==> src/sv/dssg_pkg.sv <==
`timescale 1ns / 1ps
`default_nettype none

package dssg_pkg;

   // field widths
   localparam int CODE_W   = 16;
   localparam int INDEX_W  = 16;
   localparam int END_W    = 17;
   localparam int XMULT_W  = 20;
   localparam int STEP_W   = 24;
   localparam int MAX_W    = 15;
   localparam int CSR_IDX_W = 3;
   localparam int CSR_DATA_W = 24;

   // default queue depth between front and back
   localparam int QUEUE_DEPTH = 4;

   // register indexes
   localparam logic [CSR_IDX_W-1:0] CSR_SCAN_MODE   = 3'd0;
   localparam logic [CSR_IDX_W-1:0] CSR_FRAME_COUNT = 3'd1;
   localparam logic [CSR_IDX_W-1:0] CSR_X_MAX       = 3'd2;
   localparam logic [CSR_IDX_W-1:0] CSR_Y_MAX       = 3'd3;
   localparam logic [CSR_IDX_W-1:0] CSR_X_STEP      = 3'd4;
   localparam logic [CSR_IDX_W-1:0] CSR_Y_STEP      = 3'd5;

   // scan modes
   localparam logic MODE_LINEAR  = 1'b0;
   localparam logic MODE_DIAMOND = 1'b1;

   localparam logic [INDEX_W-1:0] FRAME_COUNT_RESET = 16'd2;

   typedef struct packed {
      logic                scan_mode;
      logic [INDEX_W-1:0]  frame_count;
      logic [MAX_W-1:0]    x_max;
      logic [MAX_W-1:0]    y_max;
      logic [STEP_W-1:0]   x_step;
      logic [STEP_W-1:0]   y_step;
   } cfg_type;

   // one classified sample handed from front to back
   typedef struct packed {
      logic signed [XMULT_W-1:0] x_mult;
      logic [INDEX_W-1:0]        y_mult;
      logic                      diamond;
      logic [INDEX_W-1:0]        sample_number;
      logic                      last;
   } entry_type;

endpackage

`default_nettype wire

==> src/sv/dssg_front.sv <==
`timescale 1ns / 1ps
`default_nettype none

module dssg_front (
   input  wire                         clock,
   input  wire                         reset,
   input  wire dssg_pkg::cfg_type      cfg,
   input  wire                         req_valid,
   input  wire                         req_restart,
   output logic                        req_stall,
   input  wire                         queue_full,
   output logic                        push,
   output dssg_pkg::entry_type         push_data
);

   logic [dssg_pkg::INDEX_W-1:0] sample_index_ff, sample_index_in;
   logic [dssg_pkg::END_W-1:0]   line_end_ff, line_end_in;
   logic [dssg_pkg::INDEX_W-1:0] line_length_ff, line_length_in;
   logic [dssg_pkg::INDEX_W-1:0] line_number_ff, line_number_in;

   logic [dssg_pkg::INDEX_W-1:0] cur_index;
   logic [dssg_pkg::END_W-1:0]   cur_end;
   logic [dssg_pkg::INDEX_W-1:0] cur_length;
   logic [dssg_pkg::INDEX_W-1:0] cur_number;
   logic [dssg_pkg::END_W-1:0]   index_plus;
   logic [dssg_pkg::END_W-1:0]   half_frame;
   logic [dssg_pkg::INDEX_W-1:0] next_length;
   logic                         is_last;
   logic                         line_done;
   logic signed [dssg_pkg::XMULT_W-1:0] span;
   logic signed [dssg_pkg::XMULT_W-1:0] span_signed;

   assign req_stall = queue_full;
   assign push      = req_valid && !queue_full;

   // restart makes this sample the first of the pattern
   always_comb begin
      if (req_restart) begin
         cur_index  = '0;
         cur_end    = 17'd1;
         cur_length = 16'd1;
         cur_number = '0;
      end else begin
         cur_index  = sample_index_ff;
         cur_end    = line_end_ff;
         cur_length = line_length_ff;
         cur_number = line_number_ff;
      end
   end

   // pattern end and line advance
   assign index_plus = {1'b0, cur_index} + 17'd1;
   assign half_frame = {1'b0, cfg.frame_count >> 1};
   assign is_last    = index_plus >= {1'b0, cfg.frame_count};
   assign line_done  = index_plus == cur_end;
   assign next_length = (cur_end < half_frame) ? cur_length + 16'd1 : cur_length - 16'd1;

   always_comb begin
      sample_index_in = sample_index_ff;
      line_end_in     = line_end_ff;
      line_length_in  = line_length_ff;
      line_number_in  = line_number_ff;
      if (push) begin
         if (is_last) begin
            sample_index_in = '0;
            line_end_in     = 17'd1;
            line_length_in  = 16'd1;
            line_number_in  = '0;
         end else begin
            sample_index_in = index_plus[dssg_pkg::INDEX_W-1:0];
            line_end_in     = cur_end;
            line_length_in  = cur_length;
            line_number_in  = cur_number;
            if (line_done) begin
               line_number_in = cur_number + 16'd1;
               line_length_in = next_length;
               line_end_in    = cur_end + {1'b0, next_length};
            end
         end
      end
   end

   // diamond x position offset from line center, direction by length parity
   assign span = (({3'b000, cur_end} - {4'b0000, cur_index}) <<< 1)
               - ({4'b0000, cur_length} + 20'sd1);
   assign span_signed = cur_length[0] ? -span : span;

   always_comb begin
      push_data.sample_number = cur_index;
      push_data.last          = is_last;
      push_data.diamond       = cfg.scan_mode == dssg_pkg::MODE_DIAMOND;
      if (cfg.scan_mode == dssg_pkg::MODE_DIAMOND) begin
         push_data.x_mult = span_signed;
         push_data.y_mult = cur_number;
      end else begin
         push_data.x_mult = $signed({4'b0000, cur_index});
         push_data.y_mult = cur_index;
      end
   end

   always_ff @(posedge clock) begin
      if (reset) begin
         sample_index_ff <= '0;
         line_end_ff     <= 17'd1;
         line_length_ff  <= 16'd1;
         line_number_ff  <= '0;
      end else begin
         sample_index_ff <= sample_index_in;
         line_end_ff     <= line_end_in;
         line_length_ff  <= line_length_in;
         line_number_ff  <= line_number_in;
      end
   end

endmodule

`default_nettype wire

==> src/sv/dssg_queue.sv <==
`timescale 1ns / 1ps
`default_nettype none

module dssg_queue #(
   parameter int DEPTH = dssg_pkg::QUEUE_DEPTH
) (
   input  wire                   clock,
   input  wire                   reset,
   input  wire                   push,
   input  wire dssg_pkg::entry_type push_data,
   output logic                  full,
   input  wire                   pop,
   output dssg_pkg::entry_type   pop_data,
   output logic                  empty
);

   localparam int PTR_W = (DEPTH > 1) ? $clog2(DEPTH) : 1;
   localparam int CNT_W = $clog2(DEPTH + 1);
   localparam logic [PTR_W-1:0] LAST_PTR = PTR_W'(DEPTH - 1);
   localparam logic [CNT_W-1:0] FULL_CNT = CNT_W'(DEPTH);

   dssg_pkg::entry_type mem [DEPTH];

   logic [PTR_W-1:0] wr_ptr_ff, wr_ptr_in;
   logic [PTR_W-1:0] rd_ptr_ff, rd_ptr_in;
   logic [CNT_W-1:0] count_ff, count_in;
   logic             do_push;
   logic             do_pop;

   assign full     = count_ff == FULL_CNT;
   assign empty    = count_ff == '0;
   assign do_push  = push && !full;
   assign do_pop   = pop && !empty;
   assign pop_data = mem[rd_ptr_ff];

   // pointer and fill count update
   always_comb begin
      wr_ptr_in = wr_ptr_ff;
      rd_ptr_in = rd_ptr_ff;
      count_in  = count_ff;
      if (do_push) begin
         wr_ptr_in = (wr_ptr_ff == LAST_PTR) ? '0 : wr_ptr_ff + 1'b1;
      end
      if (do_pop) begin
         rd_ptr_in = (rd_ptr_ff == LAST_PTR) ? '0 : rd_ptr_ff + 1'b1;
      end
      if (do_push && !do_pop) begin
         count_in = count_ff + 1'b1;
      end else if (do_pop && !do_push) begin
         count_in = count_ff - 1'b1;
      end
   end

   always_ff @(posedge clock) begin
      if (do_push) begin
         mem[wr_ptr_ff] <= push_data;
      end
   end

   always_ff @(posedge clock) begin
      if (reset) begin
         wr_ptr_ff <= '0;
         rd_ptr_ff <= '0;
         count_ff  <= '0;
      end else begin
         wr_ptr_ff <= wr_ptr_in;
         rd_ptr_ff <= rd_ptr_in;
         count_ff  <= count_in;
      end
   end

endmodule

`default_nettype wire

==> src/sv/dssg_back.sv <==
`timescale 1ns / 1ps
`default_nettype none

module dssg_back (
   input  wire                         clock,
   input  wire                         reset,
   input  wire dssg_pkg::cfg_type      cfg,
   input  wire                         queue_empty,
   input  wire dssg_pkg::entry_type    pop_data,
   output logic                        pop,
   output logic                        rsp_valid,
   input  wire                         rsp_stall,
   output logic signed [15:0]          rsp_x_code,
   output logic signed [15:0]          rsp_y_code,
   output logic [15:0]                 rsp_sample_number,
   output logic                        rsp_last
);

   localparam int PX_W  = dssg_pkg::XMULT_W + dssg_pkg::STEP_W + 1;
   localparam int PY_W  = dssg_pkg::INDEX_W + dssg_pkg::STEP_W;
   localparam int ACC_W = 48;

   // clamp to the symmetric dac code range
   function automatic logic signed [15:0] sat_code(input logic signed [ACC_W-1:0] r);
      logic signed [15:0] res;
      if (r > 48'sd32767) begin
         res = 16'sd32767;
      end else if (r < -48'sd32767) begin
         res = -16'sd32767;
      end else begin
         res = r[15:0];
      end
      return res;
   endfunction

   logic                      s1_valid_ff, s1_valid_in;
   logic signed [PX_W-1:0]    s1_px_ff, s1_px_in;
   logic [PY_W-1:0]           s1_py_ff, s1_py_in;
   logic                      s1_diamond_ff;
   logic [15:0]               s1_number_ff;
   logic                      s1_last_ff;

   logic                      rsp_valid_ff, rsp_valid_in;
   logic signed [15:0]        rsp_x_ff, rsp_x_in;
   logic signed [15:0]        rsp_y_ff, rsp_y_in;
   logic [15:0]               rsp_number_ff;
   logic                      rsp_last_ff;

   logic                      out_en;
   logic                      s1_en;
   logic signed [ACC_W-1:0]   x_bias;
   logic signed [ACC_W-1:0]   y_bias;
   logic signed [ACC_W-1:0]   wx;
   logic signed [ACC_W-1:0]   wy;
   logic signed [ACC_W-1:0]   rx;
   logic signed [ACC_W-1:0]   ry;

   // pipeline advance
   assign out_en = !rsp_valid_ff || !rsp_stall;
   assign s1_en  = !s1_valid_ff || out_en;
   assign pop    = s1_en && !queue_empty;

   // stage one: products
   assign s1_valid_in = pop;
   assign s1_px_in = $signed(pop_data.x_mult) * $signed({1'b0, cfg.x_step});
   assign s1_py_in = pop_data.y_mult * cfg.y_step;

   // stage two: offset plus half unit, floor shift, saturate
   assign x_bias = s1_diamond_ff ? 48'sd256
                 : 48'sd128 - $signed({25'd0, cfg.x_max, 8'd0});
   assign y_bias = 48'sd128 - $signed({25'd0, cfg.y_max, 8'd0});
   assign wx = $signed({{(ACC_W-PX_W){s1_px_ff[PX_W-1]}}, s1_px_ff}) + x_bias;
   assign wy = $signed({{(ACC_W-PY_W){1'b0}}, s1_py_ff}) + y_bias;
   assign rx = s1_diamond_ff ? (wx >>> 9) : (wx >>> 8);
   assign ry = wy >>> 8;
   assign rsp_x_in = sat_code(rx);
   assign rsp_y_in = sat_code(ry);
   assign rsp_valid_in = out_en ? s1_valid_ff : rsp_valid_ff;

   always_ff @(posedge clock) begin
      if (s1_en) begin
         s1_px_ff      <= s1_px_in;
         s1_py_ff      <= s1_py_in;
         s1_diamond_ff <= pop_data.diamond;
         s1_number_ff  <= pop_data.sample_number;
         s1_last_ff    <= pop_data.last;
      end
      if (out_en) begin
         rsp_x_ff      <= rsp_x_in;
         rsp_y_ff      <= rsp_y_in;
         rsp_number_ff <= s1_number_ff;
         rsp_last_ff   <= s1_last_ff;
      end
   end

   always_ff @(posedge clock) begin
      if (reset) begin
         s1_valid_ff  <= 1'b0;
         rsp_valid_ff <= 1'b0;
      end else begin
         if (s1_en) begin
            s1_valid_ff <= s1_valid_in;
         end
         rsp_valid_ff <= rsp_valid_in;
      end
   end

   assign rsp_valid         = rsp_valid_ff;
   assign rsp_x_code        = rsp_x_ff;
   assign rsp_y_code        = rsp_y_ff;
   assign rsp_sample_number = rsp_number_ff;
   assign rsp_last          = rsp_last_ff;

endmodule

`default_nettype wire

==> src/sv/diamond_serpentine_scan_generator.sv <==
// rsp_valid rises once a transferred request has passed the queue write, the multiply stage
// and the output register; the rounded result transfers in a cycle with rsp_stall low
// throughput: one sample per cycle when not stalled, set by the counter update in the front
// and the one-multiply-per-stage back pipeline; the queue absorbs short output stalls
// reset: synchronous active high; clears the pattern counters, queue and pipeline,
// and returns the registers to linear mode with frame_count 2 and all else zero
`timescale 1ns / 1ps
`default_nettype none

module diamond_serpentine_scan_generator #(
   parameter int QUEUE_DEPTH = dssg_pkg::QUEUE_DEPTH
) (
   input  wire                clock,
   input  wire                reset,
   input  wire                csr_write_enable,
   input  wire [2:0]          csr_index,
   input  wire [23:0]         csr_write_data,
   input  wire                req_valid,
   output logic               req_stall,
   input  wire                req_restart,
   output logic               rsp_valid,
   input  wire                rsp_stall,
   output logic signed [15:0] rsp_x_code,
   output logic signed [15:0] rsp_y_code,
   output logic [15:0]        rsp_sample_number,
   output logic               rsp_last
);

   dssg_pkg::cfg_type   cfg_ff, cfg_in;
   dssg_pkg::entry_type push_data;
   dssg_pkg::entry_type pop_data;
   logic                push;
   logic                pop;
   logic                queue_full;
   logic                queue_empty;

   // register write decode
   always_comb begin
      cfg_in = cfg_ff;
      if (csr_write_enable) begin
         unique case (csr_index)
            dssg_pkg::CSR_SCAN_MODE:   cfg_in.scan_mode   = csr_write_data[0];
            dssg_pkg::CSR_FRAME_COUNT: cfg_in.frame_count = csr_write_data[15:0];
            dssg_pkg::CSR_X_MAX:       cfg_in.x_max       = csr_write_data[14:0];
            dssg_pkg::CSR_Y_MAX:       cfg_in.y_max       = csr_write_data[14:0];
            dssg_pkg::CSR_X_STEP:      cfg_in.x_step      = csr_write_data;
            dssg_pkg::CSR_Y_STEP:      cfg_in.y_step      = csr_write_data;
            default:                   cfg_in = cfg_ff;
         endcase
      end
   end

   always_ff @(posedge clock) begin
      if (reset) begin
         cfg_ff.scan_mode   <= dssg_pkg::MODE_LINEAR;
         cfg_ff.frame_count <= dssg_pkg::FRAME_COUNT_RESET;
         cfg_ff.x_max       <= '0;
         cfg_ff.y_max       <= '0;
         cfg_ff.x_step      <= '0;
         cfg_ff.y_step      <= '0;
      end else begin
         cfg_ff <= cfg_in;
      end
   end

   dssg_front u_front (
      .clock       (clock),
      .reset       (reset),
      .cfg         (cfg_ff),
      .req_valid   (req_valid),
      .req_restart (req_restart),
      .req_stall   (req_stall),
      .queue_full  (queue_full),
      .push        (push),
      .push_data   (push_data)
   );

   dssg_queue #(
      .DEPTH (QUEUE_DEPTH)
   ) u_queue (
      .clock     (clock),
      .reset     (reset),
      .push      (push),
      .push_data (push_data),
      .full      (queue_full),
      .pop       (pop),
      .pop_data  (pop_data),
      .empty     (queue_empty)
   );

   dssg_back u_back (
      .clock             (clock),
      .reset             (reset),
      .cfg               (cfg_ff),
      .queue_empty       (queue_empty),
      .pop_data          (pop_data),
      .pop               (pop),
      .rsp_valid         (rsp_valid),
      .rsp_stall         (rsp_stall),
      .rsp_x_code        (rsp_x_code),
      .rsp_y_code        (rsp_y_code),
      .rsp_sample_number (rsp_sample_number),
      .rsp_last          (rsp_last)
   );

endmodule

`default_nettype wire

==> config.mk <==
export PLATFORM = sky130hd
export DESIGN_NAME = diamond_serpentine_scan_generator
export DESIGN_NICKNAME = d
export VERILOG_FILES = /design/src/sv/dssg_pkg.sv /design/src/sv/dssg_front.sv /design/src/sv/dssg_queue.sv /design/src/sv/dssg_back.sv /design/src/sv/diamond_serpentine_scan_generator.sv
export SDC_FILE = /design/constraint.sdc
export NUM_CORES = 2
export LEC_CHECK = 0
export BUFFER_PORTS_ARGS = -buffer_cell sky130_fd_sc_hd__buf_2
export CORE_MARGIN = 10
export CORE_UTILIZATION = 50
export CTS_CLUSTER_DIAMETER = 80
export CTS_CLUSTER_SIZE = 12
export DETAILED_ROUTE_END_ITERATION = 10
export PLACE_DENSITY = 0.68
export SLEW_MARGIN = 15
export SYNTH_ARGS = -nofsm -noshare
export SYNTH_HDL_FRONTEND = slang
export SYNTH_HIERARCHICAL = 1
export SYNTH_SLANG_ARGS = --single-unit
==> constraint.sdc <==
create_clock -name clock -period 22.5 [get_ports clock]
set_input_delay 1.125 -clock clock [delete_from_list [all_inputs] [get_ports clock]]
set_output_delay 1.125 -clock clock [all_outputs]
set_load 0.05 [all_outputs]
; Word-level counts from Yosys, hierarchy flattened
; Memories as Yosys holds them, arrays and structs flattened. A register that Yosys moved wholly into a read port is not among the register bits.
; Cells that the tools add are included.
[totals]
mem_count = 1
mem_bits_rw = 216
ff_bits = 321
[memory_table]
columns = memory, depth, word_bits, rd, rd_ports_with_merged_regs, write_ports, line_no
row1 = u_queue.mem, 4, 54, 1, 1, 1, dssg_queue.sv:22  ; dssg_pkg::entry_type mem [DEPTH];
[op_classes]
n_reduce_logical = 26
n_eq_ne = 9
addsub = 17
order_cmp = 6
muxes = 26
mul = 2
[op_table]
columns = cell, count
row1 = 2-to-1 mux 16 bit, 11
row2 = greater-than comparator 40 x 16 -> 1 bit (second input constant), 2
row3 = less-than comparator 40 x 16 -> 1 bit (second input constant), 2
row4 = 2-to-1 mux 17 bit, 3
row5 = adder 45 x 48 -> 48 bit, 1
row6 = 2-to-1 mux 48 bit, 1
row7 = subtractor 8 x 23 -> 24 bit (first input constant), 2
row8 = multiplier 20 x 25 -> 45 bit, 1
row9 = adder 41 x 24 -> 42 bit, 1
row10 = multiplier 16 x 24 -> 40 bit, 1
row11 = 2-to-1 mux 39 bit, 1
row12 = 2-to-1 mux 36 bit, 1
row13 = adder 16 x 1 -> 17 bit (second input constant), 2
row14 = adder 16 x 1 -> 16 bit (second input constant), 2
row15 = 2-to-1 mux 20 bit, 1
row16 = negation 20 bit, 1
row17 = subtractor 20 bit, 1
row18 = subtractor 17 x 16 -> 18 bit, 1
row19 = adder 17 x 16 -> 17 bit, 1
row20 = equality test 17 bit, 1
row21 = greater-or-equal comparator 17 x 16 -> 1 bit, 1
row22 = less-than comparator 17 x 15 -> 1 bit, 1
row23 = subtractor 16 x 1 -> 16 bit (second input constant), 1
row24 = AND reduction 2 bit, 6
row25 = other kinds (16), 40

; Logic depth before layout (Yosys ltp)
[depth]
ltp_word = 8
depth_mapped = 31
ltp_nobuf = 28

; Cells and area by module
; The synthesis kept the hierarchy.
[modules_own_cells]
columns = module, cells_each, seq_area_each_um2, instances, area_per_inst_um2
row1 = dssg_back, 4119, 4184.0, 1, 37423.4
row2 = dssg_front, 1156, 1301.2, 1, 8565.7
row3 = dssg_queue, 332, 6666.4, 1, 8290.5
row4 = diamond_serpentine_scan_generator, 345, 1901.8, 1, 3900.0

; Worst setup path after synthesis
; OpenSTA, ideal clock, no wires.
[synth_timing]
path_type = register to register
startpoint = reg (tool-made name)
endpoint = reg u_back.s1_px_ff[40], data pin
path_stages_with_launch = 29
slack_ns = 14.610
arrival_time_ns = 7.625
path_buffers = 3
path_cell_list = dfxtp_1 -> buf_4 -> buf_6 -> mux4_2 -> clkbuf_1 -> and2_1 -> fa_1 -> fa_1 -> inv_1 -> fa_1 -> inv_1 -> fa_1 -> fa_1 -> fa_1 -> inv_1 -> fa_1 -> inv_1 -> ha_1 -> a21o_1 -> a21o_1 -> a211oi_1 -> a21boi_0 -> nor3_1 -> nor2_1 -> o21ai_0 -> o22a_1 -> a21oi_1 -> o21ai_0 -> xor2_1
[synth_rtl]
columns = item, line_no
row1 = to (signal assigned), dssg_back.sv:82  ; s1_px_ff <= s1_px_in;
row2 = to (decl), dssg_back.sv:37  ; logic signed [PX_W-1:0] s1_px_ff, s1_px_in;

==> flow_metrics.env <==
export IMPL_area_delta_synth_final_pct=5.20
export IMPL_cp_max_fo=28
export IMPL_nNetsFinal=7053
export IMPL_synth_nets=7146
export IMPL_postCtsHoldBufs=0
export IMPL_postCtsSetupBuffers=0
export IMPL_final_period_utilization=0.395
export IMPL_slowest_stage="mux4_2"
export IMPL_worst_pin_slew_ns=1.25
export IMPL_cts_clk_slew_worst_paths_ns=0.06
export IMPL_p_leak_uw=0.0284
export IMPL_ioPinCount=84
export IMPL_share_comb_of_total_power=0.654
export IMPL_dr_pass1_iters=6
export IMPL_grt_pass1_vias=43300
export IMPL_syn_area_per_cell_um2=9.77
export IMPL_postPlaceCellArea_um2=59500
export IMPL_layout_drive_gt1_share=0.0567
export IMPL_final_cells=7430
export IMPL_synthArstFlopShare=0
export IMPL_critPathBufInv=4
export IMPL_cp_end_kind="flop"
export IMPL_port_buffers=83
export IMPL_fmax_mhz=113
export IMPL_crit_path_start_kind="flop"
export IMPL_final_cell_mix="inv_1 (907), fa_1 (703), nand2_1 (654), ha_1 (458), and2_1 (394)"
export IMPL_mostFrequentLayoutCell="inv_1"
export IMPL_critical_path_class="reg2reg"
export IMPL_grt_remaining_overflow=0
export IMPL_hold_viol_final=0
export IMPL_synth_enable_flop_cells=354
export IMPL_drv_slew=0
export IMPL_fp_row_count=125
export IMPL_power_internal_uw=3340
export IMPL_viasPerCell=5.62
export IMPL_ys_seq_area_frac=0.242
export IMPL_min_period_ns=8.88
export IMPL_p_switching_uw=3190
export IMPL_worstHoldPathCells=0
export IMPL_worstPathRequired_ns=22.88
export IMPL_synth_top_cell_area_share=0.242
export IMPL_grt_antenna_before_repair=1
export IMPL_num_vias=41800
export IMPL_htree_num_levels=2
export IMPL_ant_nets=0
export IMPL_r2r_end="u_back/s1_px_ff[40]"
export IMPL_die_h_um=361
export IMPL_cts_path_max_buffers=3
export IMPL_p_clk_frac=0.134
export IMPL_cts_tree="yes"
export IMPL_start_util=0.502
export IMPL_p_total_uw=6520
export IMPL_dieArea_um2=130000
export IMPL_drc=0
export IMPL_routabilityCongestion=0.953
export IMPL_core_um2=116000
export IMPL_syn_inst=5952
export IMPL_clock_latency_ns=0.67
export IMPL_min_to="u_back/rsp_sample_number[9]"
export IMPL_grt_max_degree=117
export IMPL_synth_flop_cell="edfxtp_1"
export IMPL_crit_top_cell="fa_1"
export IMPL_pwr_share_seq=0.211
export IMPL_status="completed"
export IMPL_r2r_slack_ns=13.62
export IMPL_grt_usage=0.228
export IMPL_maxSlewHeadroom=0.166
export IMPL_synth_seq_cells=525
export IMPL_cpPeakStageDelay_ns=0.82
export IMPL_sw_frac_of_total=0.488
export IMPL_worstHoldStart="u_back/s1_number_ff[9]"
export IMPL_root_buffer="clkbuf_16"
export IMPL_drtIter0Drc=3045
export IMPL_final_cell_area_um2=61200
export IMPL_rsz0062_at_grt="no"
export IMPL_crit_arrival_ns=9.25
export IMPL_grt_pass1_wl_mm=240
export IMPL_wl_per_cell_um=20.0
export IMPL_routed_wirelength_mm=149
export IMPL_p_per_area_nw_per_um2=107
export IMPL_ir_drop_uv=136
export IMPL_setup_tns_ns=0
export IMPL_placed_cells=7326
export IMPL_dieWidth_um=361
export IMPL_numCtsBuffers=55
export IMPL_synth_area_leaders="fa_1 (24%), edfxtp_1 (18%), ha_1 (9.8%), dfxtp_1 (5.9%), inv_1 (5.9%)"
export IMPL_yosys_area_top_type="fa_1"
export IMPL_path_delay_family="adder cells"
export IMPL_dpl_hpwl_mm=112
export IMPL_synthDistinctLibCells=119
export IMPL_finalSetupViolCount=0
export IMPL_cts_resized_gates=0
export IMPL_syn_area_um2=58200
export IMPL_min_path_type="reg2reg"
export IMPL_r2r_cells=25
export IMPL_cap_viol_max_count=0
export IMPL_clock_sinks=525
export IMPL_ys_warn_count=6
export IMPL_finClkSkew_ns=0.0393
-- metrics by stage --
| step | hold WS [ns] | utilization | setup slack, ns |
|---|---|---|---|
| 3_3_place_gp | 0.403 | 0.514 | 13.68 |
| 4_1_cts | 0.415 | 0.528 | 13.57 |
| 2_1_floorplan | 0.400 | - | 14.61 |
| 3_5_place_dp | 0.406 | 0.514 | 13.57 |
| 5_1_grt | 0.429 | 0.528 | 13.07 |
| 6_report | 0.415 | 0.528 | 13.62 |
-- worst max path at each step --
stage / from / endpoint / slack [ns] / depth (start not counted)
6_report: flop / u_back/s1_px_ff[40] / 13.62 / 25
3_3_place_gp: flop / u_back/s1_py_ff[39] / 13.68 / 25
5_1_grt: flop / u_back/s1_py_ff[39] / 13.07 / 25
3_5_place_dp: flop / u_back/s1_py_ff[39] / 13.57 / 25
4_1_cts: flop / u_back/s1_py_ff[39] / 13.57 / 25
2_1_floorplan: flop / u_back/s1_px_ff[40] / 14.61 / 28
-- metal layers --
layer	track usage	vias to the layer above	share of wire
li1	-	19400	-
met1	0.312	20900	0.44
met2	0.368	1353	0.46
met3	0.0473	203	0.076
met4	0.0588	0	0.026
met5	0	-	0
-- final cells by class --
class                   instances  area [um2]
clock buffers                  90        1550
flip-flops and latches        525       14100
repair buffers                120         696
diodes                          2        5.00
clock inverters                12         131
multi-input cells            4246       39400
fillers                     10400       54700
well taps                    1524        1910
inverters                     911        3420
-- flip-flops by register name (all words and copies together) (netlist names), 16 cells and up, named ones only --
name,flops
u_queue/mem,216
u_back/s1_px_ff,38
u_front/sample_index_ff,16
u_front/line_end_ff,17
u_back/s1_py_ff,33
u_front/line_length_ff,16
cfg_ff,95
u_back/rsp_x_code,16
u_back/s1_number_ff,16
u_back/rsp_sample_number,16
u_front/line_number_ff,16
u_back/rsp_y_code,16
-- power by group through the flow --
stage | clock network [uW] | logic [uW] | registers, uW
after detailed placement | 0 | 4220 | 1400
final | 877 | 4270 | 1380
after global placement | 0 | 4160 | 1400
after floorplan | 0 | 3160 | 1490
after CTS | 899 | 4240 | 1380
after global routing | 936 | 4720 | 1400
-- cell usage after synthesis, drive strengths merged (8+ instances only) --
| library cell | number |
|---|---|
| mux4 | 54 |
| nand3 | 86 |
| o31ai | 19 |
| a21oi | 207 |
| nor2 | 215 |
| fa | 703 |
| or3 | 35 |
| nor3 | 76 |
| nor2b | 73 |
| clkbuf | 212 |
| mux2i | 138 |
| and2 | 396 |
| and4 | 8 |
| ha | 458 |
| a22o | 20 |
| a211oi | 32 |
| o21a | 38 |
| xor2 | 96 |
| o21bai | 22 |
| nand4 | 41 |
| nand2 | 655 |
| dfxtp | 171 |
| xnor2 | 148 |
| o311ai | 8 |
| a2111oi | 11 |
| o2111ai | 15 |
| nand2b | 160 |
| or4 | 11 |
| nor3b | 9 |
| or2 | 17 |
| inv | 909 |
| a21boi | 13 |
| o21ai | 162 |
| buf | 58 |
| a21o | 73 |
| o211ai | 18 |
| and3 | 45 |
| a211o | 18 |
| edfxtp | 354 |
| a31oi | 26 |
| nor4 | 28 |
-- kinds of logic (layout without fill, tap and decap cells) --
| logic type | count (synthesis) | in the layout | share of synthesized area |
|---|---|---|---|
| flip-flops | 525 | 525 | 0.242 |
| XOR/XNOR | 249 | 249 | 0.0388 |
| other | 0 | 2 | 0 |
| buffers and inverters | 1181 | 1133 | 0.0811 |
| AND/OR/NAND/NOR | 1892 | 1892 | 0.167 |
| AO/OA/AOI/OAI | 750 | 750 | 0.0862 |
| multiplexers | 192 | 192 | 0.0446 |
| adder cells (fa/ha/maj) | 1163 | 1163 | 0.341 |
Power figures use the tool's default switching activity.
